$ cat src/hdl/sccbw_pkg.sv
package sccbw_pkg;

    // command codes carried in the func field
    typedef enum logic [2:0] {
        CMD_IDLE    = 3'd0,
        CMD_RELEASE = 3'd1,
        CMD_START   = 3'd2,
        CMD_STOP    = 3'd3,
        CMD_WRITE   = 3'd4
    } cmd_t;

    // configuration register indexes
    localparam int CFG_INDEX_WIDTH = 2;
    localparam logic [CFG_INDEX_WIDTH-1:0] CFG_PHASE_TICKS    = 2'd0;
    localparam logic [CFG_INDEX_WIDTH-1:0] CFG_ACK_HOLD_TICKS = 2'd1;
    localparam int CFG_DATA_WIDTH = 16;

    // reset values of the configuration registers
    localparam logic [7:0]  PHASE_TICKS_RESET    = 8'd1;
    localparam logic [15:0] ACK_HOLD_TICKS_RESET = 16'd1000;

    // phase numbering of the write sequence
    localparam int STEP_WIDTH = 5;
    localparam logic [STEP_WIDTH-1:0] STEP_DATA_END    = 5'd24;
    localparam logic [STEP_WIDTH-1:0] STEP_ACK_RELEASE = 5'd24;
    localparam logic [STEP_WIDTH-1:0] STEP_ACK_HOLD    = 5'd25;
    localparam logic [STEP_WIDTH-1:0] STEP_ACK_SAMPLE  = 5'd26;

    // sub-phases of one data bit
    localparam logic [1:0] SUB_DATA  = 2'd0;
    localparam logic [1:0] SUB_CLK_H = 2'd1;
    localparam logic [1:0] SUB_CLK_L = 2'd2;

    typedef struct packed {
        logic [2:0] func;
        logic [7:0] wdata;
        logic       sda_in;
    } in_t;

    typedef struct packed {
        logic scl_out;
        logic sda_out;
        logic busy_res;
        logic done_res;
        logic ack_ok;
    } out_t;

    typedef struct packed {
        logic [7:0]  phase_ticks;
        logic [15:0] ack_hold_ticks;
    } cfg_t;

    // number of phases in each command sequence
    function automatic logic [STEP_WIDTH-1:0] phase_count(input cmd_t cmd);
        logic [STEP_WIDTH-1:0] n;
        case (cmd)
            CMD_RELEASE: n = 5'd1;
            CMD_START:   n = 5'd4;
            CMD_STOP:    n = 5'd3;
            CMD_WRITE:   n = 5'd27;
            default:     n = 5'd0;
        endcase
        return n;
    endfunction

endpackage

$ cat src/hdl/sccbw_core.sv
module sccbw_core #(
    parameter int WAIT_WIDTH = 16
) (
    input  logic          clk,
    input  logic          rst_n,
    input  logic          step_en,
    input  sccbw_pkg::in_t  in_data,
    input  sccbw_pkg::cfg_t cfg,
    output sccbw_pkg::out_t result
);
    import sccbw_pkg::*;

    localparam logic [32:0] WAIT_LIMIT = (33'd1 << WAIT_WIDTH) - 33'd1;

    cmd_t                  cmd_reg, cmd_next;
    logic [STEP_WIDTH-1:0] step_reg, step_next;
    logic [1:0]            sub_reg, sub_next;
    logic [WAIT_WIDTH-1:0] wait_reg, wait_next;
    logic [WAIT_WIDTH-1:0] wait_next_sel;
    logic [7:0]            shift_reg, shift_next;
    logic                  scl_reg, scl_next;
    logic                  sda_reg, sda_next;
    logic                  ack_reg, ack_next;
    logic                  done;
    logic                  enter;
    logic [STEP_WIDTH-1:0] step_inc;
    logic [15:0]           dur_raw;
    logic [15:0]           dur_m1;
    logic [32:0]           dur_wide;
    logic [WAIT_WIDTH-1:0] dur_sat;

    // state registers
    always_ff @(posedge clk or negedge rst_n)
    begin
        if (!rst_n)
        begin
            cmd_reg   <= CMD_IDLE;
            step_reg  <= '0;
            sub_reg   <= SUB_DATA;
            wait_reg  <= '0;
            shift_reg <= '0;
            scl_reg   <= 1'b1;
            sda_reg   <= 1'b1;
            ack_reg   <= 1'b0;
        end
        else if (step_en)
        begin
            cmd_reg   <= cmd_next;
            step_reg  <= step_next;
            sub_reg   <= sub_next;
            wait_reg  <= wait_next_sel;
            shift_reg <= shift_next;
            scl_reg   <= scl_next;
            sda_reg   <= sda_next;
            ack_reg   <= ack_next;
        end
    end

    // hold length of the phase being entered, less one, saturated to the counter
    always_comb
    begin
        if (cmd_next == CMD_RELEASE)
            dur_raw = 16'd1;
        else if (cmd_next == CMD_WRITE && step_next == STEP_ACK_HOLD)
            dur_raw = cfg.ack_hold_ticks;
        else
            dur_raw = {8'd0, cfg.phase_ticks};
        dur_m1   = (dur_raw == 16'd0) ? 16'd0 : dur_raw - 16'd1;
        dur_wide = {17'd0, dur_m1};
        dur_sat  = (dur_wide > WAIT_LIMIT) ? {WAIT_WIDTH{1'b1}} : dur_wide[WAIT_WIDTH-1:0];
    end

    // sequencer: command start, hold countdown, phase advance
    always_comb
    begin
        cmd_next   = cmd_reg;
        step_next  = step_reg;
        sub_next   = sub_reg;
        wait_next  = wait_reg;
        shift_next = shift_reg;
        done       = 1'b0;
        enter      = 1'b0;
        step_inc   = step_reg + 5'd1;

        if (cmd_reg == CMD_IDLE)
        begin
            if (in_data.func >= CMD_RELEASE && in_data.func <= CMD_WRITE)
            begin
                cmd_next  = cmd_t'(in_data.func);
                step_next = '0;
                sub_next  = SUB_DATA;
                if (in_data.func == CMD_WRITE)
                    shift_next = in_data.wdata;
                enter = 1'b1;
            end
        end
        else if (wait_reg != '0)
        begin
            wait_next = wait_reg - 1'b1;
        end
        else if (step_inc >= phase_count(cmd_reg))
        begin
            cmd_next  = CMD_IDLE;
            step_next = '0;
            sub_next  = SUB_DATA;
            wait_next = '0;
            done      = 1'b1;
        end
        else
        begin
            step_next = step_inc;
            sub_next  = (sub_reg == SUB_CLK_L) ? SUB_DATA : sub_reg + 2'd1;
            // next data bit moves up to the msb
            if (cmd_reg == CMD_WRITE && step_inc < STEP_DATA_END && sub_next == SUB_DATA)
                shift_next = {shift_reg[6:0], 1'b0};
            enter = 1'b1;
        end
    end

    // line levels set on entry to a phase
    always_comb
    begin
        scl_next = scl_reg;
        sda_next = sda_reg;
        ack_next = ack_reg;
        if (enter)
        begin
            case (cmd_next)
                CMD_RELEASE:
                begin
                    scl_next = 1'b1;
                    sda_next = 1'b1;
                end
                CMD_START:
                begin
                    case (step_next)
                        5'd0:    sda_next = 1'b1;
                        5'd1:    scl_next = 1'b1;
                        5'd2:    sda_next = 1'b0;
                        default: scl_next = 1'b0;
                    endcase
                end
                CMD_STOP:
                begin
                    case (step_next)
                        5'd0:    sda_next = 1'b0;
                        5'd1:    scl_next = 1'b1;
                        default: sda_next = 1'b1;
                    endcase
                end
                default:
                begin
                    if (step_next < STEP_DATA_END)
                    begin
                        case (sub_next)
                            SUB_DATA:  sda_next = shift_next[7];
                            SUB_CLK_H: scl_next = 1'b1;
                            default:   scl_next = 1'b0;
                        endcase
                    end
                    else if (step_next == STEP_ACK_RELEASE)
                        sda_next = 1'b1;
                    else if (step_next == STEP_ACK_HOLD)
                        scl_next = 1'b1;
                    else
                    begin
                        ack_next = ~in_data.sda_in;
                        scl_next = 1'b0;
                    end
                end
            endcase
        end
    end

    // hold counter loads the new phase length on entry
    always_comb
    begin
        if (enter)
            wait_next_sel = dur_sat;
        else
            wait_next_sel = wait_next;
    end

    assign result.scl_out  = scl_next;
    assign result.sda_out  = sda_next;
    assign result.busy_res = (cmd_next != CMD_IDLE);
    assign result.done_res = done;
    assign result.ack_ok   = ack_next;

    // idle sequencer carries no leftover phase or hold
    assert property (@(posedge clk) disable iff (!rst_n)
        cmd_reg == CMD_IDLE |-> step_reg == '0 && wait_reg == '0)
        else $error("idle with pending phase state");

    // phase index stays inside the sequence of the active command
    assert property (@(posedge clk) disable iff (!rst_n)
        cmd_reg != CMD_IDLE |-> step_reg < phase_count(cmd_reg))
        else $error("phase index past end of sequence");

    // done only ends an active sequence and leaves the block idle
    assert property (@(posedge clk) disable iff (!rst_n)
        step_en && done |=> cmd_reg == CMD_IDLE && $past(cmd_reg) != CMD_IDLE)
        else $error("done without an active sequence");

    // sda released while scl is high during the acknowledge hold
    assert property (@(posedge clk) disable iff (!rst_n)
        cmd_reg == CMD_WRITE && step_reg == STEP_ACK_HOLD |-> sda_reg && scl_reg)
        else $error("sda driven during acknowledge");

endmodule

$ cat src/hdl/sccb_master_byte_writer.sv
// channel | signals                                   | direction
// --------+-------------------------------------------+----------
// in      | in_valid, in_ready, in_data (func...)     | input
// out     | out_valid, out_ready, out_data (scl...)   | output
// cfg     | cfg_valid, cfg_ready, cfg_index, cfg_data | input
//
// one tick item in, one result out; a tick can be taken every clock unless a result waits and out_ready is low
// the result is registered and offered the cycle after its tick transfer
// reset drives both bus lines released (1), idle, config to phase 1 / ack hold 1000
// in_ready drops only while a result waits and out_ready is low
// cfg writes are always ready and take effect on the next tick
module sccb_master_byte_writer #(
    parameter int WAIT_WIDTH = 16
) (
    input  logic                                     clk,
    input  logic                                     rst_n,
    input  logic                                     in_valid,
    output logic                                     in_ready,
    input  sccbw_pkg::in_t                           in_data,
    output logic                                     out_valid,
    input  logic                                     out_ready,
    output sccbw_pkg::out_t                          out_data,
    input  logic                                     cfg_valid,
    output logic                                     cfg_ready,
    input  logic [sccbw_pkg::CFG_INDEX_WIDTH-1:0]    cfg_index,
    input  logic [sccbw_pkg::CFG_DATA_WIDTH-1:0]     cfg_data
);
    import sccbw_pkg::*;

    cfg_t  cfg_reg;
    logic  out_valid_reg;
    out_t  out_data_reg;
    out_t  result;
    logic  step_en;

    assign step_en   = in_valid && in_ready;
    assign in_ready  = !out_valid_reg || out_ready;
    assign cfg_ready = 1'b1;
    assign out_valid = out_valid_reg;
    assign out_data  = out_data_reg;

    // configuration registers
    always_ff @(posedge clk or negedge rst_n)
    begin
        if (!rst_n)
        begin
            cfg_reg.phase_ticks    <= PHASE_TICKS_RESET;
            cfg_reg.ack_hold_ticks <= ACK_HOLD_TICKS_RESET;
        end
        else if (cfg_valid && cfg_ready)
        begin
            case (cfg_index)
                CFG_PHASE_TICKS:    cfg_reg.phase_ticks    <= cfg_data[7:0];
                CFG_ACK_HOLD_TICKS: cfg_reg.ack_hold_ticks <= cfg_data;
                default:            ;
            endcase
        end
    end

    sccbw_core #(
        .WAIT_WIDTH (WAIT_WIDTH)
    ) u_core (
        .clk     (clk),
        .rst_n   (rst_n),
        .step_en (step_en),
        .in_data (in_data),
        .cfg     (cfg_reg),
        .result  (result)
    );

    // result register valid flag
    always_ff @(posedge clk or negedge rst_n)
    begin
        if (!rst_n)
            out_valid_reg <= 1'b0;
        else if (step_en)
            out_valid_reg <= 1'b1;
        else if (out_ready)
            out_valid_reg <= 1'b0;
    end

    // result register payload
    always_ff @(posedge clk)
    begin
        if (step_en)
            out_data_reg <= result;
    end

    // every accepted tick leaves a result waiting
    assert property (@(posedge clk) disable iff (!rst_n)
        step_en |=> out_valid_reg)
        else $error("accepted tick produced no result");

    // a result not taken blocks the next tick
    assert property (@(posedge clk) disable iff (!rst_n)
        out_valid_reg && !out_ready |-> !in_ready)
        else $error("tick accepted over a pending result");

    // done and busy never flag together
    assert property (@(posedge clk) disable iff (!rst_n)
        out_valid_reg |-> !(out_data_reg.done_res && out_data_reg.busy_res))
        else $error("done reported while busy");

endmodule

$ cat config.mk
export PLATFORM = sky130hd
export DESIGN_NAME = sccb_master_byte_writer
export DESIGN_NICKNAME = d
export VERILOG_FILES = /design/src/hdl/sccbw_pkg.sv /design/src/hdl/sccbw_core.sv /design/src/hdl/sccb_master_byte_writer.sv
export SDC_FILE = /design/constraint.sdc
export NUM_CORES = 1
export LEC_CHECK = 0
export BUFFER_PORTS_ARGS = -buffer_cell sky130_fd_sc_hd__buf_2
export CORE_ASPECT_RATIO = 1.4
export CORE_MARGIN = 2
export CORE_UTILIZATION = 35
export CTS_CLUSTER_SIZE = 24
export DETAILED_ROUTE_END_ITERATION = 10
export SETUP_SLACK_MARGIN = 0.4
export SLEW_MARGIN = 30
export SYNTH_ARGS = -nofsm -noshare
export SYNTH_HDL_FRONTEND = slang
export SYNTH_SLANG_ARGS = --single-unit
$ cat constraint.sdc
create_clock -name clk -period 7.3 [get_ports clk]
set_clock_uncertainty 0.1 [all_clocks]
set_input_delay 0.73 -clock clk [delete_from_list [all_inputs] [get_ports clk]]
set_output_delay 0.73 -clock clk [all_outputs]
set_load 0.03 [all_outputs]
## Word level (Yosys, flattened, before mapping)

Index checks and enable logic that the tools add are counted.

- Logic and storage cells: 129
- Input bits: 35
- Register bits: 67
- Output and inout port bits: 8

- Add/sub/neg operators: 4
- Magnitude comparators: 5
- Equal/unequal tests: 21
- Reduce and logical (&&, ||, !) cells: 25
- Multiplexer cells: 56
- Bitwise logic cells: 1

Operators with widths:

| cell | number |
|---|---|
| two-way mux 16 bit | 7 |
| two-way mux 8 bit | 6 |
| subtractor 16 x 1 -> 16 bit, second input constant | 2 |
| two-way mux 5 bit | 6 |
| two-way mux 1 bit | 21 |
| case mux 5 bit (4 select lines) | 1 |
| zero test 16 bit | 1 |
| nonzero test 16 bit | 1 |
| equality test 3 x 2 -> 1 bit, second input constant | 4 |
| two-way mux 3 bit | 4 |
| equality test 5 bit, second input constant | 2 |
| < comparator 5 bit, second input constant | 2 |
| two-way mux 2 bit | 5 |
| equality test 3 bit, second input constant | 3 |
| case mux 1 bit (2 select lines) | 4 |
| equality test 3 x 1 -> 1 bit, second input constant | 2 |
| zero test 2 bit | 3 |
| != test 2 x 1 -> 1 bit, second input constant | 3 |
| case mux 1 bit (3 select lines) | 2 |
| AND reduction 6 bit | 1 |
| nonzero test 3 bit | 2 |
| adder 5 x 1 -> 5 bit, second input constant | 1 |
| equality test 5 x 1 -> 1 bit, second input constant | 1 |
| equality test 5 x 2 -> 1 bit, second input constant | 1 |
| 18 further kinds | 27 |

## Logic depth before layout (Yosys ltp)

- Depth in word-level cells: 15
- Depth in mapped cells: 21
- Depth with buffers taken out: 19

## Modules after synthesis

A second synthesis with hierarchy kept.

- Cell total of the unflattened synthesis: 484
- Area total of the unflattened synthesis: 4464.3 sq um

Modules (own cells, without submodules):

| module | cells each | area an instance (sq um) | seq. area each (sq um) | instances |
|---|---|---|---|---|
| sccbw_core | 422 | 3329.4 | 928.4 | 1 |
| sccb_master_byte_writer | 62 | 1134.8 | 784.5 | 1 |

## Worst setup path before layout

No wires, ideal clock.

- Path type: flip-flop to flip-flop
- From: register u_core.step_reg[0]
- To: register u_core.wait_reg[9]
- Cell stages (with the launch flop): 19
- Period minus slack after synthesis: 4.524 ns
- Arrival: 4.298 ns
- Setup time: 0.126 ns
- Slack: 2.776 ns
- Path through: dfrtp_1 ha_1 nand3_1 xor2_1 inv_1 ha_1 o21a_1 a2111oi_4 mux2i_1 o211ai_2 or3_4 buf_6 nand2_1 and3_1 ha_1 clkbuf_1 o21ai_1 o21a_1 a221o_1

- Longest elaborated chain between the ends: 12
- Elaborated cells on any way between the ends: 25

RTL lines:

| what | RTL line | RTL |
|---|---|---|
| from (decl) | sccbw_core.sv:16 | `logic [STEP_WIDTH-1:0] step_reg, step_next;` |
| from (signal assigned) | sccbw_core.sv:49 | `step_reg <= step_next;` |
| adder 5 x 1 -> 5 bit | sccbw_core.sv:83 | `step_inc = step_reg + 5'd1;` |
| >= comparator 5 bit | sccbw_core.sv:101 | `else if (step_inc >= phase_count(cmd_reg))` |
| two-way mux 5 bit or two-way mux 3 bit (tied branches) | sccbw_core.sv:101 |  |
| two-way mux 5 bit or two-way mux 3 bit (tied branches) | sccbw_core.sv:97 | `else if (wait_reg != '0)` |
| two-way mux 5 bit or two-way mux 3 bit (tied branches) | sccbw_core.sv:85 | `if (cmd_reg == CMD_IDLE)` |
| equality test 5 bit or equality test 3 bit (tied branches) | sccbw_core.sv:64 | `else if (cmd_next == CMD_WRITE && step_next == STEP_ACK_HOLD)` |
| logical AND 1 bit | sccbw_core.sv:64 |  |
| two-way mux 16 bit | sccbw_core.sv:64 |  |
| two-way mux 16 bit | sccbw_core.sv:62 | `if (cmd_next == CMD_RELEASE)` |
| subtractor 16 x 1 -> 16 bit or zero test 16 bit (tied branches) | sccbw_core.sv:68 | `dur_m1 = (dur_raw == 16'd0) ? 16'd0 : dur_raw - 16'd1;` |
| two-way mux 16 bit | sccbw_core.sv:68 |  |
| two-way mux 16 bit | sccbw_core.sv:178 | `if (enter)` |
| to (signal assigned) | sccbw_core.sv:51 | `wait_reg <= wait_next_sel;` |
| to (decl) | sccbw_core.sv:18 | `logic [WAIT_WIDTH-1:0] wait_reg, wait_next;` |

Several ways; a longest one is shown, not always the timed one.
A chain may end at the register's enable or synchronous reset.

## Worst setup path after layout

- From: register u_core.step_reg[0]
- To: register u_core.wait_reg[15]

Same word-level chain as after synthesis.

==> metrics.txt <==
# TYPE chip_impl_metric gauge
chip_impl_metric{name="syn_area_per_cell",unit="um^2"} 9.04
chip_impl_metric{name="final.period_utilization",unit="%"} 68.7
chip_impl_info{name="worst_hold_path_type",value="register to register"} 1
chip_impl_info{name="outcome",value="complete, no violations"} 1
chip_impl_metric{name="ctsHtreeMaxLevel",unit=""} 3
chip_impl_metric{name="die_x",unit="um"} 99.7
chip_impl_metric{name="dp.cells",unit=""} 674
chip_impl_metric{name="timing.critical_path.required",unit="ps"} 7400
chip_impl_info{name="cp-start-kind",value="register"} 1
chip_impl_metric{name="remaining_drc_errors",unit=""} 0
chip_impl_metric{name="cts.repair.resized",unit=""} 0
chip_impl_metric{name="post_synth_inst_count",unit=""} 497
chip_impl_metric{name="sequential_to_total_area_share_from_yosys_stat",unit="%"} 38.1
chip_impl_metric{name="route.antenna.remaining_nets",unit=""} 0
chip_impl_metric{name="final-seq-area",unit="um^2"} 1710
chip_impl_metric{name="fillers",unit=""} 1275
chip_impl_metric{name="highest_clock_frequency_the_design_can_meet",unit="GHz"} 0.199
chip_impl_metric{name="drive_gt1_share",unit="%"} 22.2
chip_impl_metric{name="detail_route.iter0.violations",unit=""} 277
chip_impl_metric{name="placed_area",unit="um^2"} 4830
chip_impl_metric{name="power.switching_fraction",unit="%"} 42.4
chip_impl_metric{name="power.density",unit="nW/um^2"} 370
chip_impl_metric{name="yosys.cell_types.count",unit=""} 73
chip_impl_info{name="setup.worst_path.end_class",value="register"} 1
chip_impl_metric{name="worstPathArrival",unit="ps"} 5110
chip_impl_metric{name="finalWirelength",unit="mm"} 12.6
chip_impl_metric{name="static-leakage-power",unit="nW"} 2.06
chip_impl_metric{name="antenna_found_initial",unit=""} 0
chip_impl_metric{name="top_level_ports",unit=""} 43
chip_impl_metric{name="regToRegSetupSlack",unit="ps"} 2280
chip_impl_info{name="timing_worst_setup_path_type",value="register to register"} 1
chip_impl_metric{name="place.gp.congestion",unit=""} 0.940
chip_impl_metric{name="yosys_warnings",unit=""} 0
chip_impl_metric{name="cts_hold_repair.buffers",unit=""} 0
chip_impl_metric{name="number_of_cts_inserted_buffers",unit=""} 9
chip_impl_metric{name="slew_violations",unit=""} 0
chip_impl_metric{name="floorplan.die.height",unit="um"} 138
chip_impl_metric{name="sequentialPowerShare",unit="%"} 32.9
chip_impl_info{name="most_common_cell_after_layout_fill_and_taps_aside",value="nand2_1"} 1
chip_impl_metric{name="synth.ff_latch_count",unit=""} 67
chip_impl_metric{name="stdcell_count",unit=""} 690
chip_impl_metric{name="cell_internal_pwr",unit="mW"} 1.10
chip_impl_metric{name="power.combinational.fraction",unit="%"} 41.9
chip_impl_metric{name="design.final.nets",unit=""} 575
chip_impl_metric{name="total_switching_power",unit="mW"} 0.809
chip_impl_info{name="rsz_0062_raised_after_global_routing",value="no"} 1
chip_impl_metric{name="drt_pass1_iterations",unit=""} 5
chip_impl_metric{name="totalNegativeSetupSlack",unit="ps"} 0
chip_impl_metric{name="place.detailed.hpwl",unit="mm"} 9.33
chip_impl_metric{name="drv_cap",unit=""} 0
chip_impl_info{name="master_cell_of_the_clock_root_buffer",value="clkbuf_16"} 1
chip_impl_metric{name="track_usage",unit="%"} 18.7
chip_impl_metric{name="tightest_slew",unit="ps"} 844
chip_impl_metric{name="grt.overflow.total",unit=""} 0
chip_impl_metric{name="pin_count_of_the_biggest_net_entering_global_routing",unit=""} 63
chip_impl_metric{name="number_of_flip_flops_in_the_largest_register",unit=""} 24
chip_impl_metric{name="clkLatencyLatePin",unit="ps"} 340
chip_impl_metric{name="report.final.hold_viol_count",unit=""} 0
chip_impl_metric{name="place.port_buffers",unit=""} 41
chip_impl_metric{name="slew_headroom",unit="%"} 43.2
chip_impl_metric{name="n_antenna_cell",unit=""} 0
chip_impl_info{name="most-common-layout-cells",value="61 x nand2_1, 53 x dfrtp_1, 46 x o21ai_0"} 1
chip_impl_metric{name="multiInputGateArea",unit="um^2"} 2650
chip_impl_metric{name="clock_sinks",unit=""} 67
chip_impl_metric{name="async_reset_ff_share",unit="%"} 92.5
chip_impl_metric{name="postCtsSetupRepairBufs",unit=""} 0
chip_impl_metric{name="worst_ir_drop_vdd",unit="mV"} 0.150
chip_impl_info{name="tritoncts_clock_tree",value="done"} 1
chip_impl_metric{name="finalWorstPathRequiredPeriod",unit="ps"} 5020
chip_impl_metric{name="setup_viol",unit=""} 0
chip_impl_metric{name="synth_enable_flop_cells",unit=""} 5
chip_impl_metric{name="core.rowCount",unit=""} 49
chip_impl_metric{name="route.vias.total",unit=""} 4071
chip_impl_metric{name="dieArea",unit="um^2"} 13800
chip_impl_metric{name="cts-root-to-sink-buffers",unit=""} 2
chip_impl_metric{name="cts.reportedPaths.clkPinSlew",unit="ps"} 60
chip_impl_metric{name="mappedNetlistNets",unit=""} 540
chip_impl_metric{name="design_area",unit="um^2"} 5150
chip_impl_metric{name="core_area",unit="um^2"} 12700
chip_impl_metric{name="grt_pass1_wl",unit="mm"} 20.5
chip_impl_info{name="dominantRegCellSynth",value="dfrtp_1"} 1
chip_impl_metric{name="grt_pass1_vias",unit=""} 4179
chip_impl_metric{name="p_clk_share",unit="%"} 25.2
chip_impl_metric{name="initial_cell_density_of_the_core",unit="%"} 35.4
chip_impl_metric{name="wire_length_per_cell",unit="um"} 18.2
chip_impl_metric{name="top_fanout_value_on_the_critical_path",unit=""} 11
chip_impl_metric{name="synthToLayoutAreaGrowth",unit="%"} 14.7
chip_impl_metric{name="syn-cell-area",unit="um^2"} 4490
chip_impl_metric{name="finalHoldWorstSlack",unit="ps"} 382
chip_impl_metric{name="detail_route.vias_per_cell",unit=""} 5.90
critical path: stages, from the launching register on:
cell and delay (ps):
dfrtp_1 520, ha_1 280, nand3_1 110, xor2_1 260
inv_1 80, ha_1 300, o21a_1 200, a2111oi_4 600
mux2i_1 290, o211ai_2 210, or3_4 470, nand2_1 100
and3_1 180, ha_1 400, o21ai_1 190, o21ai_2 390
o221ai_1 190
metal layers:
metal  up-vias  share of wire (%)  GRT usage (%)
met5         -                  0              0
met4         0                3.6           9.81
met3        28                3.8           3.79
met2       118                 54           33.9
met1      1965                 39           20.0
li1       1960                  -              -
power by group through the flow:
stage	logic [mW]	registers, mW	clock network [mW]
floorplan	0.608	0.593	0
global placement	0.770	0.626	0
detailed placement	0.786	0.630	0
finish	0.800	0.628	0.480
CTS	0.789	0.624	0.489
global route	0.885	0.644	0.505
stage by stage:
step,setup slack [ps],power (mW),util [%]
2_1_floorplan,2780,1.20,-
3_3_place_gp,2520,1.40,38.0
3_5_place_dp,2370,1.42,38.0
4_1_cts,2340,1.90,40.6
5_1_grt,1940,2.03,40.6
6_report,2280,1.91,40.6
synthesized netlist by cell type (5+ instances only):
cell	n	area share [%]
nand2_1	61	5.1
dfrtp_1	53	30
o21ai_0	46	5.1
nor2_1	36	3.0
mux2_2	28	7.0
a21oi_1	27	3.0
nor3_1	19	2.1
clkbuf_1	16	1.3
a22oi_1	11	1.8
inv_1	10	0.84
nand3_1	10	1.1
dfstp_2	9	5.3
ha_1	8	2.2
o31ai_1	8	1.3
or3_1	8	1.1
a211oi_1	7	1.2
nor4_1	7	0.98
nand4_1	6	0.84
xor2_1	6	1.2
and3_1	5	0.70
edfxtp_1	5	3.3
nor2b_1	5	0.70
nor3_2	5	1.1
o21a_1	5	0.84
o21ai_1	5	0.56
xnor2_1	5	0.98
worst paths after layout:
path                                                  from                              end  cells after the start
hold / removal             u_core.shift_reg[4]$_DFFE_PN0P_  u_core.shift_reg[4]$_DFFE_PN0P_                      2
hold reg to reg            u_core.shift_reg[4]$_DFFE_PN0P_  u_core.shift_reg[4]$_DFFE_PN0P_                      2
min in group asynchronous                            rst_n            out_valid$_DFFE_PN0P_                      2
setup reg to reg            u_core.step_reg[0]$_DFFE_PN0P_  u_core.wait_reg[15]$_DFFE_PN0P_                     16
setup / recovery            u_core.step_reg[0]$_DFFE_PN0P_  u_core.wait_reg[15]$_DFFE_PN0P_                     16
max in group asynchronous                            rst_n          cfg_reg[13]$_DFFE_PN0P_                      2
kinds of logic after synthesis:
group / share of synthesized area [%]
simple gates: 21.2
compound gates: 25.3
flops: 38.1
mux: 7.91
buf+inv: 2.98
xor+xnor: 2.15
fa+ha+maj: 2.23
other cells: 0.0835
layout make-up:
| cell class | instances | area share [%] |
|---|---|---|
| multi-input combinational | 399 | 51.4 |
| sequential | 67 | 33.2 |
| clock buffer | 10 | 4.64 |
| timing repair buffer | 45 | 4.57 |
| tap | 153 | 3.72 |
| clock inverter | 6 | 1.70 |
| inverter | 10 | 0.729 |
No activity file was read; power rests on OpenSTA's default activity.
